`src/hw/rtl/trm_pkg.sv`:
```
// Shared types and codes for the register machine executor.
// No dependencies; every other file in hw/rtl except trm_if.sv refers to this package.
`default_nettype none

package trm_pkg;

	typedef enum logic [4:0] {
		OP_MOV_RR  = 5'd0,
		OP_MOV_RK  = 5'd1,
		OP_MOV_MR  = 5'd2,
		OP_MOV_RM  = 5'd3,
		OP_MOV_MK  = 5'd4,
		OP_ADD_K   = 5'd5,
		OP_ADD_R   = 5'd6,
		OP_ADD_M   = 5'd7,
		OP_SUB_K   = 5'd8,
		OP_SUB_R   = 5'd9,
		OP_SUB_M   = 5'd10,
		OP_JMPZ    = 5'd11,
		OP_JPN     = 5'd12,
		OP_JMP     = 5'd13,
		OP_PRN_R   = 5'd14,
		OP_PRN_K   = 5'd15,
		OP_PRN_M   = 5'd16,
		OP_HLT     = 5'd17
	} op_t;

	typedef enum logic [1:0] {
		ST_OK   = 2'd0,
		ST_MEM  = 2'd1,
		ST_JUMP = 2'd2,
		ST_HALT = 2'd3
	} status_t;

	typedef struct packed {
		logic [4:0]  op;
		logic [2:0]  reg_a;
		logic [2:0]  reg_b;
		logic [7:0]  mem_addr;
		logic [30:0] constant;
		logic [15:0] target_line;
	} item_t;

	typedef struct packed {
		logic [1:0]         status;
		logic               print_valid;
		logic signed [31:0] print_value;
		logic [16:0]        next_line;
	} result_t;

	// state updates produced by one executed instruction
	typedef struct packed {
		logic        reg_we;
		logic [2:0]  reg_idx;
		logic [31:0] reg_wdata;
		logic        mem_we;
		logic [7:0]  mem_addr;
		logic [31:0] mem_wdata;
	} writeback_t;

endpackage

`default_nettype wire

```
`src/hw/rtl/trm_if.sv`:
```
// Valid/ready channel interfaces for instruction words and result words.
// Depends on nothing; the payload widths follow the instruction format.
`default_nettype none

interface trm_in_if;
	logic        valid;
	logic        ready;
	logic [4:0]  op;
	logic [2:0]  reg_a;
	logic [2:0]  reg_b;
	logic [7:0]  mem_addr;
	logic [30:0] constant;
	logic [15:0] target_line;

	modport source (output valid, op, reg_a, reg_b, mem_addr, constant, target_line,
		input ready);
	modport sink (input valid, op, reg_a, reg_b, mem_addr, constant, target_line,
		output ready);
endinterface

interface trm_out_if;
	logic               valid;
	logic               ready;
	logic [1:0]         status;
	logic               print_valid;
	logic signed [31:0] print_value;
	logic [16:0]        next_line;

	modport source (output valid, status, print_valid, print_value, next_line,
		input ready);
	modport sink (input valid, status, print_valid, print_value, next_line,
		output ready);
endinterface

`default_nettype wire

```
`src/hw/rtl/toy_register_machine_executor_core.sv`:
```
// Words are registered in stage s1 and execute there; results are registered for
// output. Throughput: one instruction per cycle unless the output stalls; operand
// reads at accept forward from the instruction executing in the same cycle. Reset:
// registers zero, memory entries read as zero until written (valid bits), current
// line 1, program length 1; no clearing pass. Depends on trm_pkg, trm_if.
`default_nettype none

module toy_register_machine_executor_core #(
	parameter int NUM_REGS  = 5,
	parameter int MEM_WORDS = 64
) (
	input  wire logic        clk,
	input  wire logic        arst_n,
	input  wire logic        cfg_we,
	input  wire logic [15:0] cfg_wdata,
	trm_in_if.sink           in_ch,
	trm_out_if.source        out_ch
);

	localparam int RW = (NUM_REGS > 1) ? $clog2(NUM_REGS) : 1;

	logic                s1_valid_q;
	trm_pkg::item_t      item_s1;
	logic [31:0]         ra_val_s1;
	logic [31:0]         rb_val_s1;
	logic [31:0]         rf_q [NUM_REGS];
	logic [16:0]         cur_line_q;
	logic [15:0]         prog_lines_q;
	logic                out_valid_q;
	trm_pkg::result_t    res_q;

	trm_pkg::item_t      in_item;
	trm_pkg::result_t    res;
	trm_pkg::writeback_t wb;
	logic [31:0]         mval;
	logic [31:0]         ra_rd;
	logic [31:0]         rb_rd;
	logic                fire;
	logic                accept;

	assign fire   = s1_valid_q && (!out_valid_q || out_ch.ready);
	assign accept = in_ch.valid && in_ch.ready;

	assign in_ch.ready = !s1_valid_q || fire;

	assign in_item.op          = in_ch.op;
	assign in_item.reg_a       = in_ch.reg_a;
	assign in_item.reg_b       = in_ch.reg_b;
	assign in_item.mem_addr    = in_ch.mem_addr;
	assign in_item.constant    = in_ch.constant;
	assign in_item.target_line = in_ch.target_line;

	// register operand read with bypass of the write landing this cycle
	always_comb begin
		if (fire && wb.reg_we && (wb.reg_idx == in_ch.reg_a)) begin
			ra_rd = wb.reg_wdata;
		end else if ({1'b0, in_ch.reg_a} < 4'(NUM_REGS)) begin
			ra_rd = rf_q[in_ch.reg_a[RW-1:0]];
		end else begin
			ra_rd = 32'd0;
		end
		if (fire && wb.reg_we && (wb.reg_idx == in_ch.reg_b)) begin
			rb_rd = wb.reg_wdata;
		end else if ({1'b0, in_ch.reg_b} < 4'(NUM_REGS)) begin
			rb_rd = rf_q[in_ch.reg_b[RW-1:0]];
		end else begin
			rb_rd = 32'd0;
		end
	end

	trm_dmem #(
		.MEM_WORDS(MEM_WORDS)
	) u_dmem (
		.clk     (clk),
		.arst_n  (arst_n),
		.rd_en   (accept),
		.rd_addr (in_ch.mem_addr),
		.wr_en   (fire),
		.wb      (wb),
		.rd_data (mval)
	);

	trm_exec #(
		.NUM_REGS (NUM_REGS),
		.MEM_WORDS(MEM_WORDS)
	) u_exec (
		.item      (item_s1),
		.ra_val    (ra_val_s1),
		.rb_val    (rb_val_s1),
		.mval      (mval),
		.cur_line  (cur_line_q),
		.prog_lines(prog_lines_q),
		.res       (res),
		.wb        (wb)
	);

	always_ff @(posedge clk) begin
		if (accept) begin
			item_s1   <= in_item;
			ra_val_s1 <= ra_rd;
			rb_val_s1 <= rb_rd;
		end
		if (fire) begin
			res_q <= res;
		end
	end

	always_ff @(posedge clk or negedge arst_n) begin
		if (!arst_n) begin
			s1_valid_q   <= 1'b0;
			out_valid_q  <= 1'b0;
			cur_line_q   <= 17'd1;
			prog_lines_q <= 16'd1;
			for (int i = 0; i < NUM_REGS; i++) begin
				rf_q[i] <= '0;
			end
		end else begin
			if (accept) begin
				s1_valid_q <= 1'b1;
			end else if (fire) begin
				s1_valid_q <= 1'b0;
			end
			if (fire) begin
				out_valid_q <= 1'b1;
				cur_line_q  <= res.next_line;
				if (wb.reg_we) begin
					rf_q[wb.reg_idx[RW-1:0]] <= wb.reg_wdata;
				end
			end else if (out_ch.ready) begin
				out_valid_q <= 1'b0;
			end
			if (cfg_we) begin
				prog_lines_q <= cfg_wdata;
			end
		end
	end

	assign out_ch.valid       = out_valid_q;
	assign out_ch.status      = res_q.status;
	assign out_ch.print_valid = res_q.print_valid;
	assign out_ch.print_value = res_q.print_value;
	assign out_ch.next_line   = res_q.next_line;

endmodule

`default_nettype wire

```
`src/hw/rtl/trm_dmem.sv`:
```
// Data memory with per-entry valid bits, registered read and write forwarding.
// Depends on trm_pkg for the write-back struct.
`default_nettype none

module trm_dmem #(
	parameter int MEM_WORDS = 64
) (
	input  wire logic               clk,
	input  wire logic               arst_n,
	input  wire logic               rd_en,
	input  wire logic [7:0]         rd_addr,
	input  wire logic               wr_en,
	input  wire trm_pkg::writeback_t wb,
	output logic [31:0]             rd_data
);

	localparam int AW = (MEM_WORDS > 1) ? $clog2(MEM_WORDS) : 1;

	logic [31:0]          mem [MEM_WORDS];
	logic [MEM_WORDS-1:0] valid_q;
	logic [31:0]          raw_s1;
	logic                 vld_s1;
	logic                 hit_s1;
	logic [31:0]          fwd_s1;
	logic                 rd_in_range;
	logic [AW-1:0]        rd_idx;
	logic [AW-1:0]        wr_idx;

	assign rd_in_range = {1'b0, rd_addr} < 9'(MEM_WORDS);
	assign rd_idx      = rd_addr[AW-1:0];
	assign wr_idx      = wb.mem_addr[AW-1:0];

	always_ff @(posedge clk) begin
		if (wr_en && wb.mem_we) begin
			mem[wr_idx] <= wb.mem_wdata;
		end
		if (rd_en) begin
			raw_s1 <= mem[rd_idx];
			fwd_s1 <= wb.mem_wdata;
		end
	end

	always_ff @(posedge clk or negedge arst_n) begin
		if (!arst_n) begin
			valid_q <= '0;
			vld_s1  <= 1'b0;
			hit_s1  <= 1'b0;
		end else begin
			if (wr_en && wb.mem_we) begin
				valid_q[wr_idx] <= 1'b1;
			end
			if (rd_en) begin
				vld_s1 <= rd_in_range && valid_q[rd_idx];
				// take the word being written this cycle instead of the stale entry
				hit_s1 <= wr_en && wb.mem_we && (wb.mem_addr == rd_addr);
			end
		end
	end

	assign rd_data = hit_s1 ? fwd_s1 : (vld_s1 ? raw_s1 : 32'd0);

endmodule

`default_nettype wire

```
`src/hw/rtl/trm_exec.sv`:
```
// Execute logic: decodes one instruction word against its operands and
// produces the result word and the state updates. Depends on trm_pkg.
`default_nettype none

module trm_exec #(
	parameter int NUM_REGS  = 5,
	parameter int MEM_WORDS = 64
) (
	input  wire trm_pkg::item_t    item,
	input  wire logic [31:0]       ra_val,
	input  wire logic [31:0]       rb_val,
	input  wire logic [31:0]       mval,
	input  wire logic [16:0]       cur_line,
	input  wire logic [15:0]       prog_lines,
	output trm_pkg::result_t       res,
	output trm_pkg::writeback_t    wb
);

	logic        addr_ok;
	logic        ra_ok;
	logic        rb_ok;
	logic        uses_mem;
	logic        taken;
	logic [31:0] k32;
	logic [16:0] tgt17;
	logic [16:0] jump_limit;

	assign addr_ok    = {1'b0, item.mem_addr} < 9'(MEM_WORDS);
	assign ra_ok      = {1'b0, item.reg_a} < 4'(NUM_REGS);
	assign rb_ok      = {1'b0, item.reg_b} < 4'(NUM_REGS);
	assign k32        = {1'b0, item.constant};
	assign tgt17      = {1'b0, item.target_line};
	assign jump_limit = {1'b0, prog_lines} + 17'd1;

	assign uses_mem = (item.op == trm_pkg::OP_MOV_MR) || (item.op == trm_pkg::OP_MOV_RM) ||
		(item.op == trm_pkg::OP_MOV_MK) || (item.op == trm_pkg::OP_ADD_M) ||
		(item.op == trm_pkg::OP_SUB_M) || (item.op == trm_pkg::OP_PRN_M);

	always_comb begin
		unique case (item.op)
			trm_pkg::OP_JMP:  taken = 1'b1;
			trm_pkg::OP_JMPZ: taken = ra_ok && (ra_val == 32'd0);
			trm_pkg::OP_JPN:  taken = ra_ok && ((ra_val == 32'd0) || ra_val[31]);
			default:          taken = 1'b0;
		endcase
	end

	always_comb begin
		res.status      = trm_pkg::ST_OK;
		res.print_valid = 1'b0;
		res.print_value = '0;
		res.next_line   = cur_line + 17'd1;
		wb.reg_we       = 1'b0;
		wb.reg_idx      = item.reg_a;
		wb.reg_wdata    = '0;
		wb.mem_we       = 1'b0;
		wb.mem_addr     = item.mem_addr;
		wb.mem_wdata    = '0;

		if (uses_mem && !addr_ok) begin
			res.status = trm_pkg::ST_MEM;
		end else begin
			unique case (item.op)
				trm_pkg::OP_MOV_RR: begin
					wb.reg_we    = rb_ok;
					wb.reg_idx   = item.reg_b;
					wb.reg_wdata = ra_val;
				end
				trm_pkg::OP_MOV_RK: begin
					wb.reg_we    = ra_ok;
					wb.reg_wdata = k32;
				end
				trm_pkg::OP_MOV_MR: begin
					wb.mem_we    = 1'b1;
					wb.mem_wdata = ra_val;
				end
				trm_pkg::OP_MOV_RM: begin
					wb.reg_we    = ra_ok;
					wb.reg_wdata = mval;
				end
				trm_pkg::OP_MOV_MK: begin
					wb.mem_we    = 1'b1;
					wb.mem_wdata = k32;
				end
				trm_pkg::OP_ADD_K: begin
					wb.reg_we    = ra_ok;
					wb.reg_wdata = ra_val + k32;
				end
				trm_pkg::OP_ADD_R: begin
					wb.reg_we    = ra_ok;
					wb.reg_wdata = ra_val + rb_val;
				end
				trm_pkg::OP_ADD_M: begin
					wb.reg_we    = ra_ok;
					wb.reg_wdata = ra_val + mval;
				end
				trm_pkg::OP_SUB_K: begin
					wb.reg_we    = ra_ok;
					wb.reg_wdata = ra_val - k32;
				end
				trm_pkg::OP_SUB_R: begin
					wb.reg_we    = ra_ok;
					wb.reg_wdata = ra_val - rb_val;
				end
				trm_pkg::OP_SUB_M: begin
					wb.reg_we    = ra_ok;
					wb.reg_wdata = ra_val - mval;
				end
				trm_pkg::OP_JMPZ, trm_pkg::OP_JPN, trm_pkg::OP_JMP: begin
					// a jump onto the current line falls through
					if (taken) begin
						if ((tgt17 == 17'd0) || (tgt17 > jump_limit)) begin
							res.status = trm_pkg::ST_JUMP;
						end else if (tgt17 != cur_line) begin
							res.next_line = tgt17;
						end
					end
				end
				trm_pkg::OP_PRN_R: begin
					res.print_valid = 1'b1;
					res.print_value = ra_val;
				end
				trm_pkg::OP_PRN_K: begin
					res.print_valid = 1'b1;
					res.print_value = k32;
				end
				trm_pkg::OP_PRN_M: begin
					res.print_valid = 1'b1;
					res.print_value = mval;
				end
				trm_pkg::OP_HLT: begin
					res.status = trm_pkg::ST_HALT;
				end
				default: begin
				end
			endcase
		end

		if (res.status != trm_pkg::ST_OK) begin
			res.next_line = cur_line;
		end
	end

endmodule

`default_nettype wire

```
`src/flat_wrapper.sv`:
```
// flat-port wrapper written by rule: the top's interface ports become plain ports
module toy_register_machine_executor_core_flat 
#(
	parameter int NUM_REGS  = 5,
	parameter int MEM_WORDS = 64
)
  (clk, arst_n, cfg_we, cfg_wdata, in_ch_valid, in_ch_op, in_ch_reg_a, in_ch_reg_b, in_ch_mem_addr, in_ch_constant, in_ch_target_line, in_ch_ready, out_ch_valid, out_ch_status, out_ch_print_valid, out_ch_print_value, out_ch_next_line, out_ch_ready);
  trm_in_if in_ch_i ();
  trm_out_if out_ch_i ();
  input  wire logic clk;
  input  wire logic arst_n;
  input  wire logic cfg_we;
  input  wire logic [15:0] cfg_wdata;
  input wire logic [$bits(in_ch_i.valid)-1:0] in_ch_valid;
  input wire logic [$bits(in_ch_i.op)-1:0] in_ch_op;
  input wire logic [$bits(in_ch_i.reg_a)-1:0] in_ch_reg_a;
  input wire logic [$bits(in_ch_i.reg_b)-1:0] in_ch_reg_b;
  input wire logic [$bits(in_ch_i.mem_addr)-1:0] in_ch_mem_addr;
  input wire logic [$bits(in_ch_i.constant)-1:0] in_ch_constant;
  input wire logic [$bits(in_ch_i.target_line)-1:0] in_ch_target_line;
  output wire logic [$bits(in_ch_i.ready)-1:0] in_ch_ready;
  output wire logic [$bits(out_ch_i.valid)-1:0] out_ch_valid;
  output wire logic [$bits(out_ch_i.status)-1:0] out_ch_status;
  output wire logic [$bits(out_ch_i.print_valid)-1:0] out_ch_print_valid;
  output wire logic [$bits(out_ch_i.print_value)-1:0] out_ch_print_value;
  output wire logic [$bits(out_ch_i.next_line)-1:0] out_ch_next_line;
  input wire logic [$bits(out_ch_i.ready)-1:0] out_ch_ready;
  assign in_ch_i.valid = in_ch_valid;
  assign in_ch_i.op = in_ch_op;
  assign in_ch_i.reg_a = in_ch_reg_a;
  assign in_ch_i.reg_b = in_ch_reg_b;
  assign in_ch_i.mem_addr = in_ch_mem_addr;
  assign in_ch_i.constant = in_ch_constant;
  assign in_ch_i.target_line = in_ch_target_line;
  assign in_ch_ready = in_ch_i.ready;
  assign out_ch_valid = out_ch_i.valid;
  assign out_ch_status = out_ch_i.status;
  assign out_ch_print_valid = out_ch_i.print_valid;
  assign out_ch_print_value = out_ch_i.print_value;
  assign out_ch_next_line = out_ch_i.next_line;
  assign out_ch_i.ready = out_ch_ready;
  toy_register_machine_executor_core #(.NUM_REGS(NUM_REGS), .MEM_WORDS(MEM_WORDS)) u_core (.clk(clk), .arst_n(arst_n), .cfg_we(cfg_we), .cfg_wdata(cfg_wdata), .in_ch(in_ch_i), .out_ch(out_ch_i));
endmodule
```
`config.mk`:
```
export PLATFORM = sky130hd
export DESIGN_NAME = toy_register_machine_executor_core_flat
export DESIGN_NICKNAME = d
export VERILOG_FILES = /design/src/hw/rtl/trm_pkg.sv /design/src/hw/rtl/trm_if.sv /design/src/hw/rtl/toy_register_machine_executor_core.sv /design/src/hw/rtl/trm_dmem.sv /design/src/hw/rtl/trm_exec.sv /design/src/flat_wrapper.sv
export SDC_FILE = /design/constraint.sdc
export NUM_CORES = 2
export LEC_CHECK = 0
export BUFFER_PORTS_ARGS = -buffer_cell sky130_fd_sc_hd__buf_2
export CORE_ASPECT_RATIO = 0.5
export CORE_MARGIN = 2
export CORE_UTILIZATION = 45
export DETAILED_ROUTE_END_ITERATION = 6
export GPL_TIMING_DRIVEN = 0
export SLEW_MARGIN = 20
export SYNTH_ARGS = -nofsm -noshare
export SYNTH_HDL_FRONTEND = slang
export SYNTH_SLANG_ARGS = --single-unit
```
`constraint.sdc`:
```
create_clock -name clk -period 15 [get_ports clk]
set_clock_uncertainty 0.1 [all_clocks]
set_input_delay 2.25 -clock clk [delete_from_list [all_inputs] [get_ports clk]]
set_output_delay 2.25 -clock clk [all_outputs]
set_load 0.02 [all_outputs]
```
After elaboration in Yosys (flattened, before gate mapping)
Memory sizes are Yosys's and may differ from the RTL's. A register that Yosys moved wholly into a read port is not among the register bits.
Index checks and enable logic that the tools add are counted.
{ "totals": {"register_bits": 475, "ram_bits": 2048, "output_inout_bits": 54, "mem_count": 1} }
{ "memory_table": {"columns": ["name", "words", "word_bits", "read_ports", "rd_clocked_by_memory_dff", "write_ports", "line_no", "text"], "rows": [
  ["u_core.u_dmem.mem", 64, 32, 1, 1, 1, "trm_dmem.sv:19", "logic [31:0] mem [MEM_WORDS];"]
]} }
{ "classes": {"addsub": 8, "order_cmp": 14, "eq_ne": 21, "n_mux": 44, "bitwise_logic": 4, "n_reduce_logical": 35} }
{ "op_table": {"columns": ["operator", "n"], "rows": [
  ["32-bit two-way mux", 12],
  ["32-bit one-hot mux with 9 select lines", 1],
  ["32-bit binary-select mux with 3-bit select", 2],
  ["160-bit bitwise mux", 1],
  ["17-bit two-way mux", 6],
  ["33-bit one-hot mux with 3 select lines", 1],
  ["32-bit demux with 3-bit select", 1],
  ["32-bit adder", 2],
  ["64-bit bitwise OR", 1],
  ["32-bit one-hot mux with 2 select lines", 1],
  ["32-bit subtractor", 2],
  ["5-bit by 4-bit equality test with 1-bit output, second input constant", 8],
  ["37-bit two-way mux", 1],
  ["32-bit by 31-bit adder with 32-bit output", 1],
  ["32-bit zero test", 1],
  ["32-bit by 31-bit subtractor with 32-bit output", 1],
  ["5-bit by 3-bit equality test with 1-bit output, second input constant", 4],
  ["16-bit by 1-bit adder with 17-bit output, second input constant", 1],
  ["17-bit by 1-bit adder with 17-bit output, second input constant", 1],
  ["16-bit by 17-bit greater-than comparator with 1-bit output", 1],
  ["17-bit zero test", 1],
  ["16-bit by 17-bit != test with 1-bit output", 1],
  ["8-bit by 7-bit < comparator with 1-bit output, second input constant", 2],
  ["6-bit by 7-bit < comparator with 1-bit output, second input constant", 2],
  ["other kinds (27)", 71]
]} }

Depth between registers and ports, before layout
{ "depth": {"word_depth": 14, "mapped_depth": 23} }

Cells and area by module
From an unflattened synthesis, not the netlist that was laid out.
{ "unflattened": {"cells_unflattened": 6074, "area_unflattened_um2": 107149.0} }
{ "modules_own_cells": {"columns": ["mod", "instances", "cells_each", "area_per_inst_um2"], "rows": [
  ["trm_dmem", 1, 3675, 82705.6],
  ["toy_register_machine_executor_core", 1, 1058, 16208.0],
  ["trm_exec", 1, 1341, 8235.4]
]} }

Least setup slack after synthesis
Ideal clock, no wire load.
{ "synth_timing": {"path_kind": "input-to-reg", "startpoint": "in out_ch_ready", "endpoint": "reg u_core.item_s1[0] (netlist bit) (enable)", "setup_ps": 545, "arrival_time_ps": 6410, "path_slack_ps": 7945, "path_stages": 3, "path_buffers": 0, "path_cell_list": "nand3b_1 -> nand2_1 -> inv_1"} }
{ "synth_via": {"elab_chain_cells": 4} }
{ "synth_rtl": {"columns": ["element", "line_no", "text"], "rows": [
  ["from (decl)", "flat_wrapper.sv:27", "input wire logic [$bits(out_ch_i.ready)-1:0] out_ch_ready;"],
  ["1-bit logical OR", "toy_register_machine_executor_core.sv:41", "assign fire = s1_valid_q && (!out_valid_q || out_ch.ready);"],
  ["1-bit logical AND", "toy_register_machine_executor_core.sv:41", null],
  ["1-bit logical OR", "toy_register_machine_executor_core.sv:44", "assign in_ch.ready = !s1_valid_q || fire;"],
  ["1-bit logical AND", "toy_register_machine_executor_core.sv:42", "assign accept = in_ch.valid && in_ch.ready;"],
  ["via u_core.accept", "toy_register_machine_executor_core.sv:39", "logic accept;"],
  ["to (signal assigned)", "toy_register_machine_executor_core.sv:99", "item_s1 <= in_item;"],
  ["to (decl)", "toy_register_machine_executor_core.sv:23", "trm_pkg::item_t item_s1;"]
]} }
The timed path passes the listed nets, and every way through them passes these cells.
A chain may end at the register's enable or synchronous reset.

Worst setup path in the final report
{ "layout_timing": {"startpoint": "reg u_core.item_s1[62] (netlist bit)", "endpoint": "reg u_core.rf_q[28] (netlist bit)"} }
{ "layout_via": {"elab_chain_cells": 14} }
{ "layout_rtl": {"columns": ["element", "line_no", "text"], "rows": [
  ["5-bit by 2-bit equality test with 1-bit output, on equally long branches", "trm_exec.sv:35, trm_exec.sv:63", null],
  ["1-bit logical OR (2 in a row)", "trm_exec.sv:35", "assign uses_mem = (item.op == trm_pkg::OP_MOV_MR) || (item.op == trm_pkg::OP_MOV_RM) ||"],
  ["1-bit logical OR (2 in a row)", "trm_exec.sv:36", "(item.op == trm_pkg::OP_MOV_MK) || (item.op == trm_pkg::OP_ADD_M) ||"],
  ["1-bit logical OR", "trm_exec.sv:37", "(item.op == trm_pkg::OP_SUB_M) || (item.op == trm_pkg::OP_PRN_M);"],
  ["1-bit logical AND", "trm_exec.sv:60", "if (uses_mem && !addr_ok) begin"],
  ["37-bit two-way mux *", "trm_exec.sv:60", null],
  ["3-bit NOT with 4-bit output (not written as such)", "toy_register_machine_executor_core.sv:127", "rf_q[wb.reg_idx[RW-1:0]] <= wb.reg_wdata;"],
  ["4-bit greater-or-equal comparator (not written as such) / 4-bit by 1-bit < comparator with 1-bit output (equally long branches)", "toy_register_machine_executor_core.sv:127", null],
  ["1-bit logical AND (not written as such)", "toy_register_machine_executor_core.sv:127", null],
  ["32-bit two-way mux (not written as such)", "toy_register_machine_executor_core.sv:127", null],
  ["32-bit demux with 3-bit select", "toy_register_machine_executor_core.sv:127", null],
  ["160-bit bitwise mux", "toy_register_machine_executor_core.sv:127", null],
  ["to (signal, indexed assignment)", "toy_register_machine_executor_core.sv:127", null],
  ["to (decl)", "toy_register_machine_executor_core.sv:26", "logic [31:0] rf_q [NUM_REGS];"]
]} }
Mark *: on every way between the ends. The rest lies on a longest branch, timed or not.

==> results.toml <==
[clock_network]
h-tree-depth = 4
clkTransAtPathRegs_ns = 0.07
post_cts_buffers = 0
postCtsResizedCells = 0
cts_hold_buf = 0
clock_sinks = 2555
numCtsBuffers = 222
clockRootBuffer = "clkbuf_16"
tritoncts = "done"
clock_path_buffers = 4
clock_latency_ns = 0.89

[outcome]
violations = "DRC"
status = "finished with violations"

[die]
ios = 141
rows = 125
die_area_mm2 = 0.240
core-area_mm2 = 0.233
initial_core_util_pct = 45.4
fp.dieH_um = 347
die_w_um = 690

[global_route]
grt_antenna_before_repair = 24
met1_usage_pct = 38.7
track_usage_pct = 27.1
grt_max_degree = 99
grt.overflow.total = 0
use_met2_pct = 42.3
grtUsageMet3_pct = 5.31
grt_pass1_vias = 60100
grt_busiest_layer = "met2"
grt_first_pass_wirelength_um = 458000

[logic_synthesis]
synth-seq-cells = 2555
synth-edff-count = 2294
synth-main-ff-cell = "edfxtp_1"
syn_area_per_cell_um2 = 18.6
yosysSeqAreaShare_pct = 71.2
synth.distinct_cells = 73
mappedNetlistArea_mm2 = 0.106
syn-instance-count = 5710
async_flop_share_pct = 10.2
ys_warn_count = 0
synth_nets = 5850

[timing]
slew_headroom_pct = 19.4
period_share_pct = 53.0
setup-violations-final = 0
post-route-min-period_ns = 7.94
max_freq_ghz = 0.126
finalSetupTns_ns = 0
worst_slew_pin_slew_ns = 1.21
rsz0062_at_grt = "false"
slew_violations = 0
final_hold_viol_count = 0

[worst_setup_path]
cp.arrival_ns = 8.49
cp_max_fo = 10
cp.required_ns = 15.55
startpoint_type = "flop"
path_class = "flop to flop"
cp-end-kind = "flop"

[routing]
ant_nets = 0
first_iter_violations = 9071
drc = 5
vias = 60400
vias_per_cell = 6.34
drtPass1Iterations = 7
routedWlPerCell_um = 34.3
wl_um = 327000

[finish]
fin_cells = 9520
area_growth_syn_to_layout_pct = 15.1
layout.nets = 6382
drive_above_1_share_pct = 25.9

[pwr]
leakage_nw = 36.6
vdd_ir_drop_max_uv = 96.9
p_per_area_mw_per_mm2 = 119
total_power_mw = 14.5

[flow_run]
maxCapViolations = 0

[hold_path]
hold_path_class = "flop to flop"

[placement]
place_inst = 9127
io_buffer_count = 139
gp_congestion = 0.959
dp_hpwl_um = 235000
-- cell usage in the layout, fill, tap and decap left out, types with 42 or more instances in the layout --
cell       Yosys  layout
edfxtp_1    2294    2294
mux4_2       748     748
nand2_1      365     365
clkbuf_1     241     270
dfrtp_1      259     259
nor2_1       319     224
clkbuf_16      0     223
a21oi_1      195     194
o21ai_0      189     188
buf_2          2     156
a22oi_1      143     143
nor2_4         0      95
buf_12         0      87
or2_2         72      72
xnor2_1       70      70
buf_16         0      70
mux2_2        65      65
xor2_1        59      59
buf_1         88      53
ha_1          52      52
clkinv_1       0      47
a221oi_1      42      42
-- cells in the mapped netlist (all sizes together), types with 12 or more instances --
master  number  share of area, %
a21o        25              0.18
o211ai      12             0.085
or3         24              0.15
mux2        65              0.69
and3        22              0.13
mux4       748                16
buf         92              0.34
xor2        59              0.49
ha          52              0.61
xnor2       70              0.58
or2         72              0.43
edfxtp    2294                65
nor3        42              0.20
inv         27             0.096
nor2       319               1.1
a22oi      143               1.0
a211oi      26              0.18
nand2      365               1.3
nor4        27              0.17
a221oi      42              0.35
clkbuf     241              0.85
a21oi      195              0.92
nand4       17              0.10
dfrtp      259               6.1
nand2b      19              0.11
nand3       39              0.18
mux2i       41              0.39
a22o        16              0.13
o21ai      190              0.90
o22ai       24              0.14
nor2b       17              0.10
-- path summary, 6_finish.rpt --
kind,start,to,slack [ns],cells past startpoint
max reg2reg,u_core.item_s1[62]$_DFFE_PP_,u_core.rf_q[28]$_DFFE_PN0P_,7.06,21
min,u_core.u_dmem.valid_q[11]$_DFFE_PN0P_,u_core.u_dmem.valid_q[11]$_DFFE_PN0P_,0.37,1
min reg2reg,u_core.u_dmem.valid_q[11]$_DFFE_PN0P_,u_core.u_dmem.valid_q[11]$_DFFE_PN0P_,0.37,1
min in group asynchronous,arst_n,u_core.s1_valid_q$_DFFE_PN0P_,1.37,1
max in group asynchronous,arst_n,u_core.u_dmem.valid_q[39]$_DFFE_PN0P_,11.93,3
max,u_core.item_s1[62]$_DFFE_PP_,u_core.rf_q[28]$_DFFE_PN0P_,7.06,21
-- where the power goes --
part | internal, mW | switching, mW
registers | 7.80 | 0.109
clock network | 3.02 | 2.56
logic | 0.360 | 0.636
total | 11.2 | 3.30
-- flip-flops by register name, indices dropped and copies added (netlist names), 2 cells and up --
signal	cells
u_core.u_dmem.valid_q	64
u_core.u_dmem.mem	2048
u_core.prog_lines_q	16
u_core.out_ch.next_line	17
u_core.rb_val_s1	32
u_core.ra_val_s1	32
u_core.rf_q	160
u_core.out_ch.status	2
u_core.item_s1	66
u_core.out_ch.print_value	32
u_core.u_dmem.fwd_s1	32
u_core.cur_line_q	17
u_core.u_dmem.raw_s1	32
-- worst max-delay path, cell delays in order, from the launching register on --
cell,delay [ns]
edfxtp_1,0.41
clkbuf_1,0.34
clkbuf_1,0.53
buf_1,0.64
nor2_1,0.37
nand2_1,0.43
clkbuf_1,0.52
o21ai_0,0.18
a21oi_1,0.22
o21ai_0,0.11
a221oi_1,0.44
ha_1,0.39
a21oi_1,0.17
nor2_1,0.06
a211oi_1,0.40
a311oi_1,0.28
a221oi_1,0.62
o221ai_1,0.33
o31ai_1,0.32
xnor2_1,0.13
a22oi_1,0.53
o21ai_0,0.21
-- final cells by class --
type	instances	area, um2
Antenna cell	4	10.0
Buffer	333	1330
Clock buffer	277	5840
Clock inverter	110	950
Fill cell	18100	111000
Inverter	27	111
Multi-Input combinational cell	2795	29900
Sequential cell	2555	75400
Tap cell	3111	3890
Timing Repair Buffer	308	4520
-- logic make-up (layout without fill, tap and decap cells) --
logic type | Yosys count | in the layout | synth area share [%]
simple gates | 1015 | 1015 | 4.38
flops | 2555 | 2555 | 71.2
xor+xnor | 130 | 130 | 1.09
compound gates | 743 | 743 | 4.44
other cells | 0 | 4 | 0
fa+ha+maj | 53 | 53 | 0.633
mux | 854 | 854 | 17.0
buf+inv | 360 | 1055 | 1.29
-- layer usage --
| layer | part of all wire, % | wire, um | vias up |
|---|---|---|---|
| li1 | - | - | 24400 |
| met1 | 41 | 133000 | 32200 |
| met2 | 46 | 151000 | 3220 |
| met3 | 9.5 | 31000 | 581 |
| met4 | 3.6 | 11900 | 10 |
| met5 | 0.018 | 60 | - |
-- stage by stage --
step,setup slack [ns],utilization (%),cell area [um2],hold WS [ns]
3_3_place_gp,5.83,47.4,111000,0.346
4_1_cts,7.22,52.3,122000,0.365
5_1_grt,6.71,52.3,122000,0.370
2_1_floorplan,7.94,-,106000,0.334
3_5_place_dp,7.27,49.4,115000,0.348
6_report,7.06,52.3,122000,0.366
Note: power is estimated with default switching activity, not from simulation.
